$ cat src/hdl/slb_pkg.sv
package slb_pkg;

   localparam int unsigned ModeWidth  = 2;
   localparam int unsigned PhaseWidth = 11;
   localparam int unsigned HoldWidth  = 17;
   localparam int unsigned DebWidth   = 10;
   localparam int unsigned HoldMsWidth = 16;

   typedef logic [ModeWidth-1:0]   mode_type;
   typedef logic [PhaseWidth-1:0]  phase_type;
   typedef logic [HoldWidth-1:0]   hold_count_type;

   localparam mode_type MODE_WAIT = 2'd0;
   localparam mode_type MODE_FIX  = 2'd1;
   localparam mode_type MODE_REC  = 2'd2;
   localparam mode_type MODE_SHUT = 2'd3;

   localparam logic CSR_DEBOUNCE = 1'b0;
   localparam logic CSR_HOLD     = 1'b1;

   localparam phase_type LONG_PERIOD  = 11'd1500;
   localparam phase_type BURST_PERIOD = 11'd325;
   localparam phase_type REC_PERIOD   = 11'd1;

   localparam logic [DebWidth-1:0]    DEBOUNCE_RESET = 10'd200;
   localparam logic [HoldMsWidth-1:0] HOLD_RESET     = 16'd3000;
   localparam hold_count_type         HOLD_MAX       = 17'h1_FFFF;

   function automatic phase_type period_of(input mode_type mode);
      phase_type per;
      case (mode)
         MODE_REC:  per = REC_PERIOD;
         MODE_SHUT: per = BURST_PERIOD;
         default:   per = LONG_PERIOD;
      endcase
      return per;
   endfunction

   function automatic logic level_of(input mode_type mode, input phase_type p);
      logic lvl;
      case (mode)
         MODE_WAIT: lvl = (p < 11'd250);
         MODE_FIX:  lvl = (p < 11'd250) || ((p >= 11'd500) && (p < 11'd750));
         MODE_REC:  lvl = 1'b1;
         default: begin
            // shutdown burst: four equal flashes, with a shorter gap between the second and third
            if (p < 11'd50)       lvl = 1'b1;
            else if (p < 11'd100) lvl = 1'b0;
            else if (p < 11'd150) lvl = 1'b1;
            else if (p < 11'd175) lvl = 1'b0;
            else if (p < 11'd225) lvl = 1'b1;
            else if (p < 11'd275) lvl = 1'b0;
            else                  lvl = 1'b1;
         end
      endcase
      return lvl;
   endfunction

endpackage

$ cat src/hdl/slb_pattern.sv
module slb_pattern (
   input  slb_pkg::mode_type  mode,
   input  slb_pkg::phase_type phase,
   output logic               level,
   output slb_pkg::phase_type phase_next
);
   import slb_pkg::*;

   phase_type per;
   phase_type p;
   phase_type p_inc;

   always_comb begin
      per = period_of(mode);
      // wrap a stale phase before looking up the level
      p = (phase >= per) ? '0 : phase;
      level = level_of(mode, p);
      p_inc = p + 11'd1;
      phase_next = (p_inc >= per) ? '0 : p_inc;
   end

endmodule

$ cat src/hdl/status_led_blinker_with_hold_off_unit.sv
// Result: a tick's result is registered and shows on rsp_tdata in the cycle after the tick is accepted.
// Throughput: one tick per cycle; the result register frees as soon as it is taken,
// and req_tready drops only while a result waits and rsp_tready is low.
// Reset: synchronous, active high; clears mode, hold, phase, LED, halt and power-off
// state and restores debounce_ms to 200 and hold_ms to 3000.
module status_led_blinker_with_hold_off_unit (
   input  logic        clock,
   input  logic        reset,
   input  logic        req_tvalid,
   output logic        req_tready,
   // [0] button_pressed, [1] mode_valid, [3:2] new_mode, [4] halt_request
   input  logic [7:0]  req_tdata,
   output logic        rsp_tvalid,
   input  logic        rsp_tready,
   // [0] led_on, [1] power_off, [3:2] shown_mode, [4] is_halted
   output logic [7:0]  rsp_tdata,
   input  logic        csr_valid,
   output logic        csr_ready,
   input  logic        csr_index,
   input  logic [15:0] csr_data
);
   import slb_pkg::*;

   logic [DebWidth-1:0]    debounce_ff;
   logic [HoldMsWidth-1:0] hold_ms_ff;

   mode_type       cur_mode_ff, cur_mode_in;
   mode_type       saved_mode_ff, saved_mode_in;
   logic           held_ff, held_in;
   hold_count_type hold_count_ff, hold_count_in;
   phase_type      phase_ff, phase_in;
   logic           led_ff, led_in;
   logic           halted_ff, halted_in;
   logic           off_ff, off_in;

   logic           rsp_valid_ff;
   logic [7:0]     rsp_data_ff;

   logic           accept;
   logic           btn, mval, hreq;
   mode_type       nmode;
   mode_type       mode_req;
   hold_count_type threshold;
   phase_type      phase_base;
   logic           pat_level;
   phase_type      pat_phase_next;

   assign btn   = req_tdata[0];
   assign mval  = req_tdata[1];
   assign nmode = req_tdata[3:2];
   assign hreq  = req_tdata[4];

   assign req_tready = !rsp_valid_ff || rsp_tready;
   assign accept     = req_tvalid && req_tready;
   assign csr_ready  = 1'b1;

   assign threshold = {7'd0, debounce_ff} + {1'b0, hold_ms_ff};

   always_comb begin
      mode_req      = mval ? nmode : cur_mode_ff;
      cur_mode_in   = mode_req;
      saved_mode_in = saved_mode_ff;
      held_in       = held_ff;
      hold_count_in = hold_count_ff;
      off_in        = off_ff;
      halted_in     = halted_ff;

      if (btn) begin
         if (!held_ff) begin
            saved_mode_in = mode_req;
            cur_mode_in   = MODE_SHUT;
            held_in       = 1'b1;
            hold_count_in = '0;
         end else if (hold_count_ff != HOLD_MAX) begin
            hold_count_in = hold_count_ff + 17'd1;
         end
         if (hold_count_in >= threshold) begin
            off_in    = 1'b1;
            halted_in = 1'b1;
         end
      end else if (held_ff) begin
         cur_mode_in = saved_mode_ff;
         held_in     = 1'b0;
      end

      // restart the pattern on any real mode change
      phase_base = (cur_mode_in != cur_mode_ff) ? '0 : phase_ff;

      if (hreq) halted_in = 1'b1;
   end

   slb_pattern u_pattern (
      .mode       (cur_mode_in),
      .phase      (phase_base),
      .level      (pat_level),
      .phase_next (pat_phase_next)
   );

   always_comb begin
      led_in   = led_ff;
      phase_in = phase_base;
      if (off_in) begin
         led_in = 1'b0;
      end else if (!halted_in) begin
         led_in   = pat_level;
         phase_in = pat_phase_next;
      end
   end

   always_ff @(posedge clock) begin
      if (reset) begin
         debounce_ff <= DEBOUNCE_RESET;
         hold_ms_ff  <= HOLD_RESET;
      end else if (csr_valid && csr_ready) begin
         unique case (csr_index)
            CSR_DEBOUNCE: debounce_ff <= csr_data[DebWidth-1:0];
            CSR_HOLD:     hold_ms_ff  <= csr_data;
            default:      ;
         endcase
      end
   end

   always_ff @(posedge clock) begin
      if (reset) begin
         cur_mode_ff   <= MODE_WAIT;
         saved_mode_ff <= MODE_WAIT;
         held_ff       <= 1'b0;
         hold_count_ff <= '0;
         phase_ff      <= '0;
         led_ff        <= 1'b0;
         halted_ff     <= 1'b0;
         off_ff        <= 1'b0;
      end else if (accept) begin
         cur_mode_ff   <= cur_mode_in;
         saved_mode_ff <= saved_mode_in;
         held_ff       <= held_in;
         hold_count_ff <= hold_count_in;
         phase_ff      <= phase_in;
         led_ff        <= led_in;
         halted_ff     <= halted_in;
         off_ff        <= off_in;
      end
   end

   // result register: load on every accepted tick, drop once transferred
   always_ff @(posedge clock) begin
      if (reset) begin
         rsp_valid_ff <= 1'b0;
      end else if (accept) begin
         rsp_valid_ff <= 1'b1;
      end else if (rsp_tready) begin
         rsp_valid_ff <= 1'b0;
      end
   end

   always_ff @(posedge clock) begin
      if (accept) begin
         rsp_data_ff <= {3'd0, halted_in, cur_mode_in, off_in, led_in};
      end
   end

   assign rsp_tvalid = rsp_valid_ff;
   assign rsp_tdata  = rsp_data_ff;

endmodule

$ cat config.mk
export PLATFORM = sky130hd
export DESIGN_NAME = status_led_blinker_with_hold_off_unit
export DESIGN_NICKNAME = d
export VERILOG_FILES = /design/src/hdl/slb_pkg.sv /design/src/hdl/slb_pattern.sv /design/src/hdl/status_led_blinker_with_hold_off_unit.sv
export SDC_FILE = /design/constraint.sdc
export NUM_CORES = 1
export LEC_CHECK = 0
export ABC_AREA = 1
export BUFFER_PORTS_ARGS = -buffer_cell sky130_fd_sc_hd__buf_4
export CORE_MARGIN = 2
export CORE_UTILIZATION = 45
export CTS_BUF_LIST = sky130_fd_sc_hd__clkbuf_4 sky130_fd_sc_hd__clkbuf_8
export DETAILED_ROUTE_END_ITERATION = 16
export PLACE_DENSITY = 0.64
export SLEW_MARGIN = 5
export SYNTH_ARGS = -nofsm -noshare
export SYNTH_HDL_FRONTEND = slang
export SYNTH_HIERARCHICAL = 1
export SYNTH_SLANG_ARGS = --single-unit
$ cat constraint.sdc
create_clock -name clock -period 5.15 [get_ports clock]
set_input_delay 0.2575 -clock clock [delete_from_list [all_inputs] [get_ports clock]]
set_output_delay 0.2575 -clock clock [all_outputs]
set_load 0.03 [all_outputs]
==> results summary, run 1 <==
The first routing iteration left 224 violations. The synthesized netlist cell count is 846. The I/O pin count is 41. The remaining design rule violation count came out at 0. The CTS tree is built. Prior to clock tree synthesis, the placed netlist has a worst setup slack of 0.1083 ns. Headroom to the max-slew limit came out at 24.77%. The share of the synthesized area in the top cell type came out at 22.74%. The async set-or-reset flop fraction in the synthesized netlist came out at 0%. Summed over all layers, the routed wires come to 13.04 mm. Across all setup checks in the final design, the least slack found is 0.3140 ns. The combinational share of power is 25.7%. The synthesized design spends more area on one cell type than any other, namely dfxtp_1.

The register bit count reported by yosys is 68. In this run the power density over the cells is 230.8 nW/um2. The run finished with clean final reports. The met1 routing resource usage after global routing came out at 27.03%. The final count of hold timing violations came to 0. In the post-synthesis netlist, the cell with the most instances is nand2_1. The final critical-path share of the clock period is 93.90%. The final critical-path required period is 4.836 ns. The final number of setup-violating endpoints came out at 0.

The number of antenna violations at the first check in global routing came out at 0. The overall die height came out at 115.0 um. The tree built by TritonCTS fans out to 68 sinks. The overall routing resource usage came out at 20.18%. The overall die area is 13,230 um2. In this design, the critical path's most frequently occurring cell is nand2_2. The leakage power summed over all cells is 3.242 nW. The required time of the worst setup path is 5.38 ns.

The final design utilization came out at 53.25%. The number of global-route vias before repair is 4,820. The Yosys warning count is 6. The area growth from synthesis to layout is 15.32%. The register-to-register setup slack came out at 0.31 ns. The tightest min-delay check is of the in2reg type. The core area is 12,010 um2. The arrival time at the worst endpoint is 5.06 ns. The tool flagged a number of max-cap violations equal to 0. The worst setup path is launched from a register.

The detailed placer's ending HPWL came out at 9.998 mm. The initial core utilization came out at 46.18%. The worst setup path is captured at a register. The global-route track usage on met3 is 3.848%. The number of antenna cells inserted is 0. The average instance in the mapped netlist occupies 6.556 um2. The number of antenna-violating nets in the routed design is 0. The clock reaches the later pin of the worst-skew pair after 0.35 ns. In the post-synthesis netlist, the biggest area contributors are dfxtp_1, nand2_1, ha_1.

The global routing met2 resource utilization is 34.08%. The H-tree generated during clock tree synthesis spans 3 levels. The distinct cell type count after synthesis is 52.

The critical path in this run is classified as reg2reg. The cell count of the worst hold path came out at 3. The count of input and output buffers came out at 33. In this run the core area contains 40 standard-cell rows. The post-detailed-route via-to-cell ratio is 5.078. The internal power consumption is 1.003 mW. The origin of the critical flop-to-flop path is held_ff. Of the cells placed in the final design, the portion with a size suffix greater than 1 is 18.95%. Before antenna repair, the detailed router went through 4 iterations. No sink is reached through more buffers than the 2 on the longest clock path.

The total via count in the routed design came out at 5,276. After detailed routing, the average wire length per cell comes to 12.55 um. The final hold slack is 0.1090 ns.

The synthesized area is 5547 um2. The first-pass GRT wire length came out at 21.72 mm. The overall overflow remaining after global route is 0. The number of hold buffers added after CTS was 0. The path with the worst hold slack has its endpoint at hold_ms_ff[7]. The highest achievable clock rate came out at 206.8 MHz. The clock transition at the register clock pins on the worst setup and hold paths after CTS came out at 0.08 ns. The largest fanout of any net on the critical path is 12. The worst-case clock skew came out at 0.01178 ns.

The layer flagged by global routing as most heavily used is met2. The worst reg2reg path depth came out at 37. Sequential cells account for 40.2% of the total power. The slew at the pin closest to its max-slew limit is 1.127 ns. The startpoint of the tightest hold check path is csr_data[7]. The portion of the post-synthesis area used by sequential elements came out at 25.45%. The most used flip-flop cell after synthesis is dfxtp_1.

The clock network fraction of total power is 34.1%. The post-layout net count came out at 963. The largest individual stage delay along the critical path comes from the cell dfxtp_2. The worst supply voltage drop on vdd is 0.2099 mV. The endpoint identified for the worst register-to-register timing path is phase_ff[6]. The total clock buffers created by CTS is 9. The final count of pins violating max slew came out at 0. The largest single stage delay on the critical path is 0.39 ns. The net switching power came out at 0.4740 mW.

The switching part of the total is 32.10%. The die outline width is 115.0 um. The total of fill cells in the finished design came out at 1,192.

The number of synthesized flops with an enable pin is 5. The largest net degree at the start of global routing is 43. The commonest cells after synthesis are nand2_1, inv_1, nor2_1, nand3_1, a21oi_1.

Clock tree synthesis selected as its root buffer the cell clkbuf_8. The placer congestion estimate is 0.8331.
==> power by group through the flow <==
| stage | Combinational, mW | Sequential (mW) | Clock, mW |
|---|---|---|---|
| 2_1_floorplan | 0.263 | 0.608 | 0 |
| 5_1_grt | 0.433 | 0.599 | 0.534 |
| 3_5_place_dp | 0.361 | 0.605 | 0 |
| 6_report | 0.379 | 0.594 | 0.503 |
| 4_1_cts | 0.363 | 0.593 | 0.514 |
| 3_3_place_gp | 0.360 | 0.605 | 0 |
==> layout by cell type, fill, tap and decap left out, types with 4 or more instances in the layout <==
cell type,n
nor3_1,9
conb_1,4
nand3_1,67
a21oi_1,63
o21ai_0,49
buf_4,54
nor2_2,22
xor2_1,16
nor2_1,83
inv_2,11
nand4_1,17
clkbuf_8,10
ha_1,40
inv_1,125
dfxtp_1,60
a21oi_2,5
nand2_1,160
edfxtp_1,5
ha_4,4
a211oi_1,5
nand3_2,15
nand2_2,15
==> metrics by stage <==
stage / power (mW) / area [um2] / TNS [ns] / instances
global route: 1.566 / 6396 / -0.2248 / 1039
CTS: 1.470 / 6221 / 0 / 1033
global placement: 0.9650 / 5996 / 0 / 1017
finish: 1.477 / 6396 / 0 / 1039
detailed placement: 0.9664 / 5996 / 0 / 1017
floorplan: 0.8706 / 5554 / 0 / 848
==> cell type report <==
class	instances	area [um2]	area share [%]
clock buffers	10	137.6	2.152
clock inverters	6	87.58	1.369
inverters	138	528.0	8.255
multi-input cells	612	3553	55.56
flip-flops and latches	68	1415	22.12
well taps	147	183.9	2.876
repair buffers	58	490.5	7.668
==> repair_timing <==
item / CTS / global route
resized for setup: 0 / 30
setup buffers: 0 / 5
setup endpoints to repair: 0 / 11
==> routing by layer <==
metal	wire, um	share of wire, %
met3	515	3.9
met5	0	0
met2	5871	45
met4	131	1.0
met1	6523	50
==> cell families after synthesis <==
| kind of cell | after synthesis | synth area share, % |
|---|---|---|
| AND/OR/NAND/NOR | 405 | 34.63 |
| buffers and inverters | 168 | 12.50 |
| AO/OA/AOI/OAI | 138 | 13.78 |
| flip-flops | 68 | 25.45 |
| adder cells (fa/ha/maj) | 46 | 10.51 |
| XOR/XNOR | 19 | 3.000 |
| other | 2 | 0.1354 |
==> critical path, delay by kind of cell (launching register included) <==
family	cells	cell delay, ns
adders and majority gates	3	0.68
AOI/OAI and AO/OA	2	0.13
DFF	1	0.39
xor gates and xnor gates	1	0.20
and+or+nand+nor	23	2.52
buffers and inverters	8	0.78
==> registers in the layout, indices dropped and copies added, names as in the netlist <==
register and flops:
rsp_tvalid 1, rsp_tdata 5, phase_ff 11, cur_mode_ff 2, held_ff 1, hold_ms_ff 16, saved_mode_ff 2, debounce_ff 10
led_ff 1, hold_count_ff 17, halted_ff 1, off_ff 1
==> how the worst max path moves through the flow <==
stage,startpoint,end,slack [ns],cells past startpoint
global route,held_ff,phase_ff[7],-0.04,36
detailed placement,req_tdata[1],phase_ff[5],0.11,38
CTS,cur_mode_ff[0],phase_ff[5],0.08,38
global placement,cur_mode_ff[0],phase_ff[6],0.16,38
floorplan,cur_mode_ff[0],phase_ff[7],0.47,37
finish,held_ff,phase_ff[6],0.31,37
(Power assumes the default switching activity.)
==> run 2: changes to the inputs <==
--- a/config.mk
+++ b/config.mk
@@ -14,3 +14,3 @@
 export PLACE_DENSITY = 0.64
-export SLEW_MARGIN = 5
+export SLEW_MARGIN = 25
 export SYNTH_ARGS = -nofsm -noshare
--- a/constraint.sdc
+++ b/constraint.sdc
@@ -3,2 +3,2 @@
 set_output_delay 0.2575 -clock clock [all_outputs]
-set_load 0.03 [all_outputs]
+set_load 0.005 [all_outputs]
==> run 2 against run 1 <==
Against the previous run:
- flip-flop and latch count stayed put
- final cell count stayed put
- routed wire length hardly changed
- total power is 0.78% lower
- via count stayed put
- register-to-register slack hardly changed
- highest routed layer unchanged
- die area stayed put
- worst setup slack hardly changed
- hold slack stayed put
- core utilization stayed put
- clock skew stayed put
- sequential power hardly changed
==> results summary, run 2 (same netlist as run 1, synthesis figures left out) <==
The largest fanout of any net on the critical path is 12. The worst setup path is launched from a register. The worst setup path is of the reg2reg kind.

The clock insertion delay at the later pin of the skew report came out at 0.35 ns. The number of standard-cell rows in the floorplan came out at 40. The routing layer with the top usage in global route is met2. The overall routing resource usage came out at 20.18%. The library cells used most frequently in the layout, excluding fill and tap cells, are nand2_1, inv_1, nor2_1. Among all stages on the critical path, the largest delay is contributed by dfxtp_2. The cell that appears most often on the critical path is nand2_2.

The placed instance count is 1,017. The total of max-cap violations is 0. The worst-case IR drop observed on VDD is 0.2098 mV. The total clock buffers created by CTS came out at 9.

The I/O pin count is 41. The die outline width is 115.0 um. CTS built an H-tree with a depth of 3.

Leaving out fill and tap cells, the most frequent cell in the layout is nand2_1. The clock transition at the register clock pins on the worst setup and hold paths after CTS came out at 0.08 ns. For met1 alone, demand over resource in global routing was 27.03%. The relative area change from synthesis to final layout is 15.32%. The global routing met2 resource utilization is 34.08%. Setup violations remaining at the end of the flow were counted as 0.

The overall die area came out at 13,230 um2. The first-pass iteration count of the detailed router is 4. The largest registers in the layout are hold_count_ff x17, hold_ms_ff x16, phase_ff x11. In the final routed layout, each cell accounts on average for 12.55 um.

After layout, the design draws a total of 1.465 mW. The slew at the pin closest to its max-slew limit is 0.8346 ns. For this run, the slowest stage of the critical path takes 0.39 ns. The register bank with the most flops is hold_count_ff. The number of antenna cells inserted came out at 0. The final count of pins violating max slew is 0. Global routing consumed, on the met3 layer, 3.848% of the routing resources. The post-detailed-route via-to-cell ratio came out at 5.078. The clock tree root buffer cell is clkbuf_8.

The run finished with clean final reports. The initial core utilization is 46.18%. The required time of the worst setup path came out at 5.38 ns. The routed layout has 5,276 vias. The remaining design rule violation count came out at 0. Summed over all nets, the half-perimeter wirelength after detailed placement is 9.998 mm. The first-pass GRT wire length came out at 21.72 mm. Buffers inserted to repair hold after CTS numbered 0. For this run, the post-layout net count is 963. The number of global-route vias before repair is 4,820. The placer congestion estimate came out at 0.8331. The violation count after the first detailed-route iteration is 224. The min-delay analysis places its worst path in the category in2reg. STA classifies the critical path endpoint as a register. The maximum number of buffers from clock root to sink is 2. The overall overflow remaining after global route came out at 0. The leakage power summed over all cells came out at 3.241 nW. The wire length after detailed routing is 13.04 mm. The CTS tree is built. The cell area power density came out at 229.0 nW/um2. Entering global routing, the biggest net connects 43 pins. The number of antenna-violating nets in the routed design came out at 0.

The number of antenna violations at the first check in global routing was 0. In this run the standard cell core region covers 12,010 um2. The final count of hold timing violations is 0. The overall die height is 115.0 um. For this design, the sink count on the clock tree is 68. The clock arrives with 0.01178 ns of skew. Static timing analysis puts the maximum clock frequency at 206.8 MHz. The fraction of final layout cells sized beyond drive strength 1 came out at 19.06%. The register with the most flip-flops in the layout has 17 of them. The final critical path takes up 93.91% of the cycle.

The relative slew slack is 44.16%. The filler-free cell count of the finished design is 1,039. Data on the critical path arrives at its endpoint at 5.06 ns. In this run the tool buffered the top-level ports with 33 buffer cells. The final critical-path required period came out at 4.836 ns.
run 2: report_power, final:
part	internal (mW)	switching, mW
clock	0.285	0.219
combinational	0.149	0.219
sequential	0.569	0.0256
total	1.00	0.463
run 2: final cells by class:
class / instances / area (um2)
tap: 147 / 183.9
clock inverter: 6 / 87.58
inverter: 138 / 528.0
clock buffer: 10 / 137.6
sequential: 68 / 1415
multi-input combinational: 612 / 3553
fill: 1192 / 5615
timing repair buffer: 58 / 490.5
run 2: path summary, 6_finish.rpt:
| check | from | end | slack (ns) | cells past startpoint |
|---|---|---|---|---|
| min | csr_data[7] | hold_ms_ff[7] | 0.11 | 3 |
| max reg2reg | held_ff | phase_ff[6] | 0.31 | 37 |
| max | held_ff | phase_ff[6] | 0.31 | 37 |
| min reg2reg | saved_mode_ff[1] | saved_mode_ff[1] | 0.47 | 2 |
run 2: stage by stage:
stage / setup TNS (ns) / setup slack [ns] / util, % / area [um2] / hold slack, ns
2_1_floorplan: 0 / 0.4716 / - / 5554 / 0.3707
3_3_place_gp: 0 / 0.1622 / 49.92 / 5996 / 0.4483
3_5_place_dp: 0 / 0.1078 / 49.92 / 5996 / 0.4553
4_1_cts: 0 / 0.08188 / 51.79 / 6221 / 0.08800
5_1_grt: -0.2283 / -0.03816 / 53.25 / 6396 / 0.09380
6_report: 0 / 0.3136 / 53.25 / 6396 / 0.1090
run 2: critical path: cells and delay by family (launching register included):
| family | cells | cell delay, ns |
|---|---|---|
| XOR/XNOR | 1 | 0.20 |
| flip-flops | 1 | 0.39 |
| buffers and inverters | 8 | 0.78 |
| AND/OR/NAND/NOR | 23 | 2.52 |
| adder cells (fa/ha/maj) | 3 | 0.68 |
| AO/OA/AOI/OAI | 2 | 0.13 |
run 2: repair_timing:
item                                    in CTS  in global routing
endpoints found under the setup margin       0                 11
setup buffers                                0                  5
gates resized for setup                      0                 30
run 2: layer usage:
metal	share of wire (%)	up-vias
li1	-	2827
met1	50	2332
met2	45	104
met3	3.9	13
met4	1.0	0
met5	0	-
==> run 3: changes to the inputs <==
PLACE_DENSITY = 0.71   (was 0.64)
clock period = 4.7 ns   (was 5.15 ns; I/O delays follow)
==> run 3 against run 2 <==
Against the previous run:
- the run now ends with negative setup slack left
- sequential share of layout area is 2.4 points lower
- critical path depth is 1 lower
- first-iteration DRC count is 130% higher
- design area is 12% higher
- maximum frequency is 0.10% lower
- hold slack worse by 0.034 ns
- total power is 11% higher
- count of clock-buffer cells in the layout is 1 higher
- combinational power is 33% higher
- critical endpoint is now phase_ff[4]
- largest cell class unchanged
- highest routed layer unchanged
==> results summary, run 3 (same netlist as run 1, synthesis figures left out) <==
From synthesis to final layout, the design area changed by 29.37%. After detailed routing, no signal wire sits above met4. The checks that failed: negative setup slack. The largest registers in the layout are hold_count_ff x17, hold_ms_ff x16, phase_ff x11. The cts-stage hold buffer count came out at 0. The die outline width came out at 115.0 um. The average routed wire per standard cell is 13.21 um. The highest achievable clock rate is 206.5 MHz. The final number of setup-violating endpoints is 11. The violation count after the first detailed-route iteration is 516. The multi-input combinational cells in the finished layout cover a total of 3884 um2. The later pin in the worst-skew pair is clocked with a latency of 0.37 ns. The total clock buffers created by CTS is 9. The area used by sequential logic in the layout is 1415 um2.

The most common cell after layout, fill and taps aside is nand2_1. The first-pass GRT wire length is 23.89 mm. The total via count in the routed design came out at 5,693. The fraction of final layout cells sized beyond drive strength 1 is 29.42%. Together, buffers and inverters on the worst path number 12. The register bank with the most flops is hold_count_ff. The cell area power density is 227.3 nW/um2. The floorplan has 40 rows. Of the available clock period, the critical path in the final layout requires 103.0%. The wire length on met3 is 920 um. The total power consumption of the routed design is 1.631 mW. After detailed routing, the total wire length is 14.56 mm. The number of clock sinks is 68. The post-layout net count came out at 1,026. In the detailed route, the total length drawn on met2 is 6.622 mm. The cell sitting at the root of the clock tree is a clkbuf_8. In this design, the stage delay of the slowest critical-path cell is 0.34 ns. The final hold slack came out at 0.07455 ns. The library cells used most frequently in the layout, excluding fill and tap cells, are nand2_1, inv_1, buf_4. On the critical path, the stage with the largest delay is an instance of dfxtp_2.

The largest fanout of any net on the critical path is 5. The relative slew slack came out at 45.01%. The number of flip-flops under the largest register name is 17. The origin of the critical flop-to-flop path is cur_mode_ff[1]. The number of antenna violations at the first check in global routing came out at 0. The worst setup path is launched from a register.

The total of fill cells in the finished design came out at 1,062. The final critical-path required period came out at 4.841 ns. The area of all placed cells without fillers came out at 7176 um2.

The number of antenna cells inserted came out at 0. Grouping stages by cell kind, the critical path spends the most delay in simple AND/OR/NAND/NOR gates. The run finished, with violations left. Clock-pin slew was measured on the worst setup and hold paths at 0.08 ns.

In this run the remaining antenna-violating nets after routing total 0. Tracing the worst setup path back leads to its startpoint at cur_mode_ff[1]. Port buffering added 33 buffers. The first-pass iteration count of the detailed router came out at 6.

The overall routing resource usage is 22.25%. The remaining design rule violation count is 0. Of the total power, the share spent switching nets is 33.21%. The H-tree was split into 3 levels. TritonCTS built the clock tree. Summed over all cells, the static leakage comes to 3.579 nW.

The initial utilization of the core area, before any placement, comes to 46.18%. The clock network fraction of total power is 30.0%. The final count of hold timing violations is 0. The setup slack at placement is -0.1500 ns. The number of global-route vias before repair came out at 5,180. For this design the total switching power over the nets is 0.5417 mW. The post-detailed-route via-to-cell ratio came out at 5.166. The I/O pin count is 41.

The slew at the pin closest to its max-slew limit came out at 0.8218 ns. The core area is 12,010 um2. The die covers 13,230 um2. The detailed placer's ending HPWL came out at 10.28 mm. After layout, the worst setup slack is -0.1415 ns. The startpoint identified for the worst hold timing path is csr_data[4]. Setup repair after global routing could not meet its margin everywhere. The worst-case IR drop observed on VDD is 0.1925 mV. STA classifies the critical path endpoint as a register. The overall die height is 115.0 um. The total of max-cap violations came out at 0. The final count of pins violating max slew came out at 0. The combinational share of power came out at 29.9%. The largest net degree at the start of global routing came out at 39. At the end of the flow the core is filled with cells to 59.74%. The placer congestion estimate came out at 0.9556. The overall overflow remaining after global route came out at 0. Counting along the longest clock path gives a buffer depth of 2.

The critical path is of the reg2reg type. The worst-case clock skew is 0.01003 ns. The class of the worst hold path is in2reg. The internal power consumption came out at 1.089 mW. The arrival time at the worst endpoint came out at 5.10 ns. In this run the cell area measured after placement is 6361 um2. The met1 routed wirelength after detailed routing is 6.800 mm. Of the total power, registers draw 40.0%. The required time of the worst setup path is 4.96 ns.
==> run 3: final cells by class <==
| cell class | instances | share of cell area [%] |
|---|---|---|
| Clock buffer | 11 | 1.935 |
| Clock inverter | 5 | 0.7323 |
| Inverter | 138 | 7.393 |
| Multi-Input combinational cell | 612 | 54.12 |
| Sequential cell | 68 | 19.72 |
| Tap cell | 147 | 2.563 |
| Timing Repair Buffer | 121 | 13.53 |
==> run 3: final timing paths <==
kind | endpoint | slack (ns) | cells after the start
max | phase_ff[4] | -0.14 | 36
max reg2reg | phase_ff[4] | -0.14 | 36
min reg2reg | saved_mode_ff[1] | 0.47 | 2
min | hold_ms_ff[4] | 0.07 | 3
==> run 3: worst register-to-register path: cells and delay by family (launching register included) <==
kind,cells,cell delay (ns)
and+or+nand+nor,19,2.19
DFF,1,0.34
buffers and inverters,12,1.11
xor gates and xnor gates,1,0.24
AOI/OAI and AO/OA,2,0.27
adders and majority gates,2,0.58
==> run 3: metrics by stage <==
stage / TNS, ns / std cells
3_5_place_dp: -1.450 / 1069
2_1_floorplan: 0 / 848
3_3_place_gp: -0.8259 / 1069
4_1_cts: -0.003566 / 1096
6_report: -0.9825 / 1102
5_1_grt: -3.656 / 1102
==> run 3: what timing repair did <==
action,4_1_cts,5_1_grt
pin swaps,8,67
cloned,1,0
buffers inserted,11,8
resized for setup,39,77
endpoints found under the setup margin,11,11
==> run 3: power by group through the flow <==
| stage | combinational, mW | clock, mW | sequential (mW) |
|---|---|---|---|
| detailed placement | 0.406 | 0 | 0.664 |
| CTS | 0.439 | 0.500 | 0.652 |
| finish | 0.488 | 0.490 | 0.653 |
| floorplan | 0.284 | 0 | 0.658 |
| global placement | 0.399 | 0 | 0.663 |
| global route | 0.550 | 0.528 | 0.657 |
==> run 3: routing by layer <==
metal,vias to the layer above,global-route usage (%)
li1,2946,-
met1,2564,31.23
met2,159,34.71
met3,24,5.113
met4,0,5.382
met5,-,0
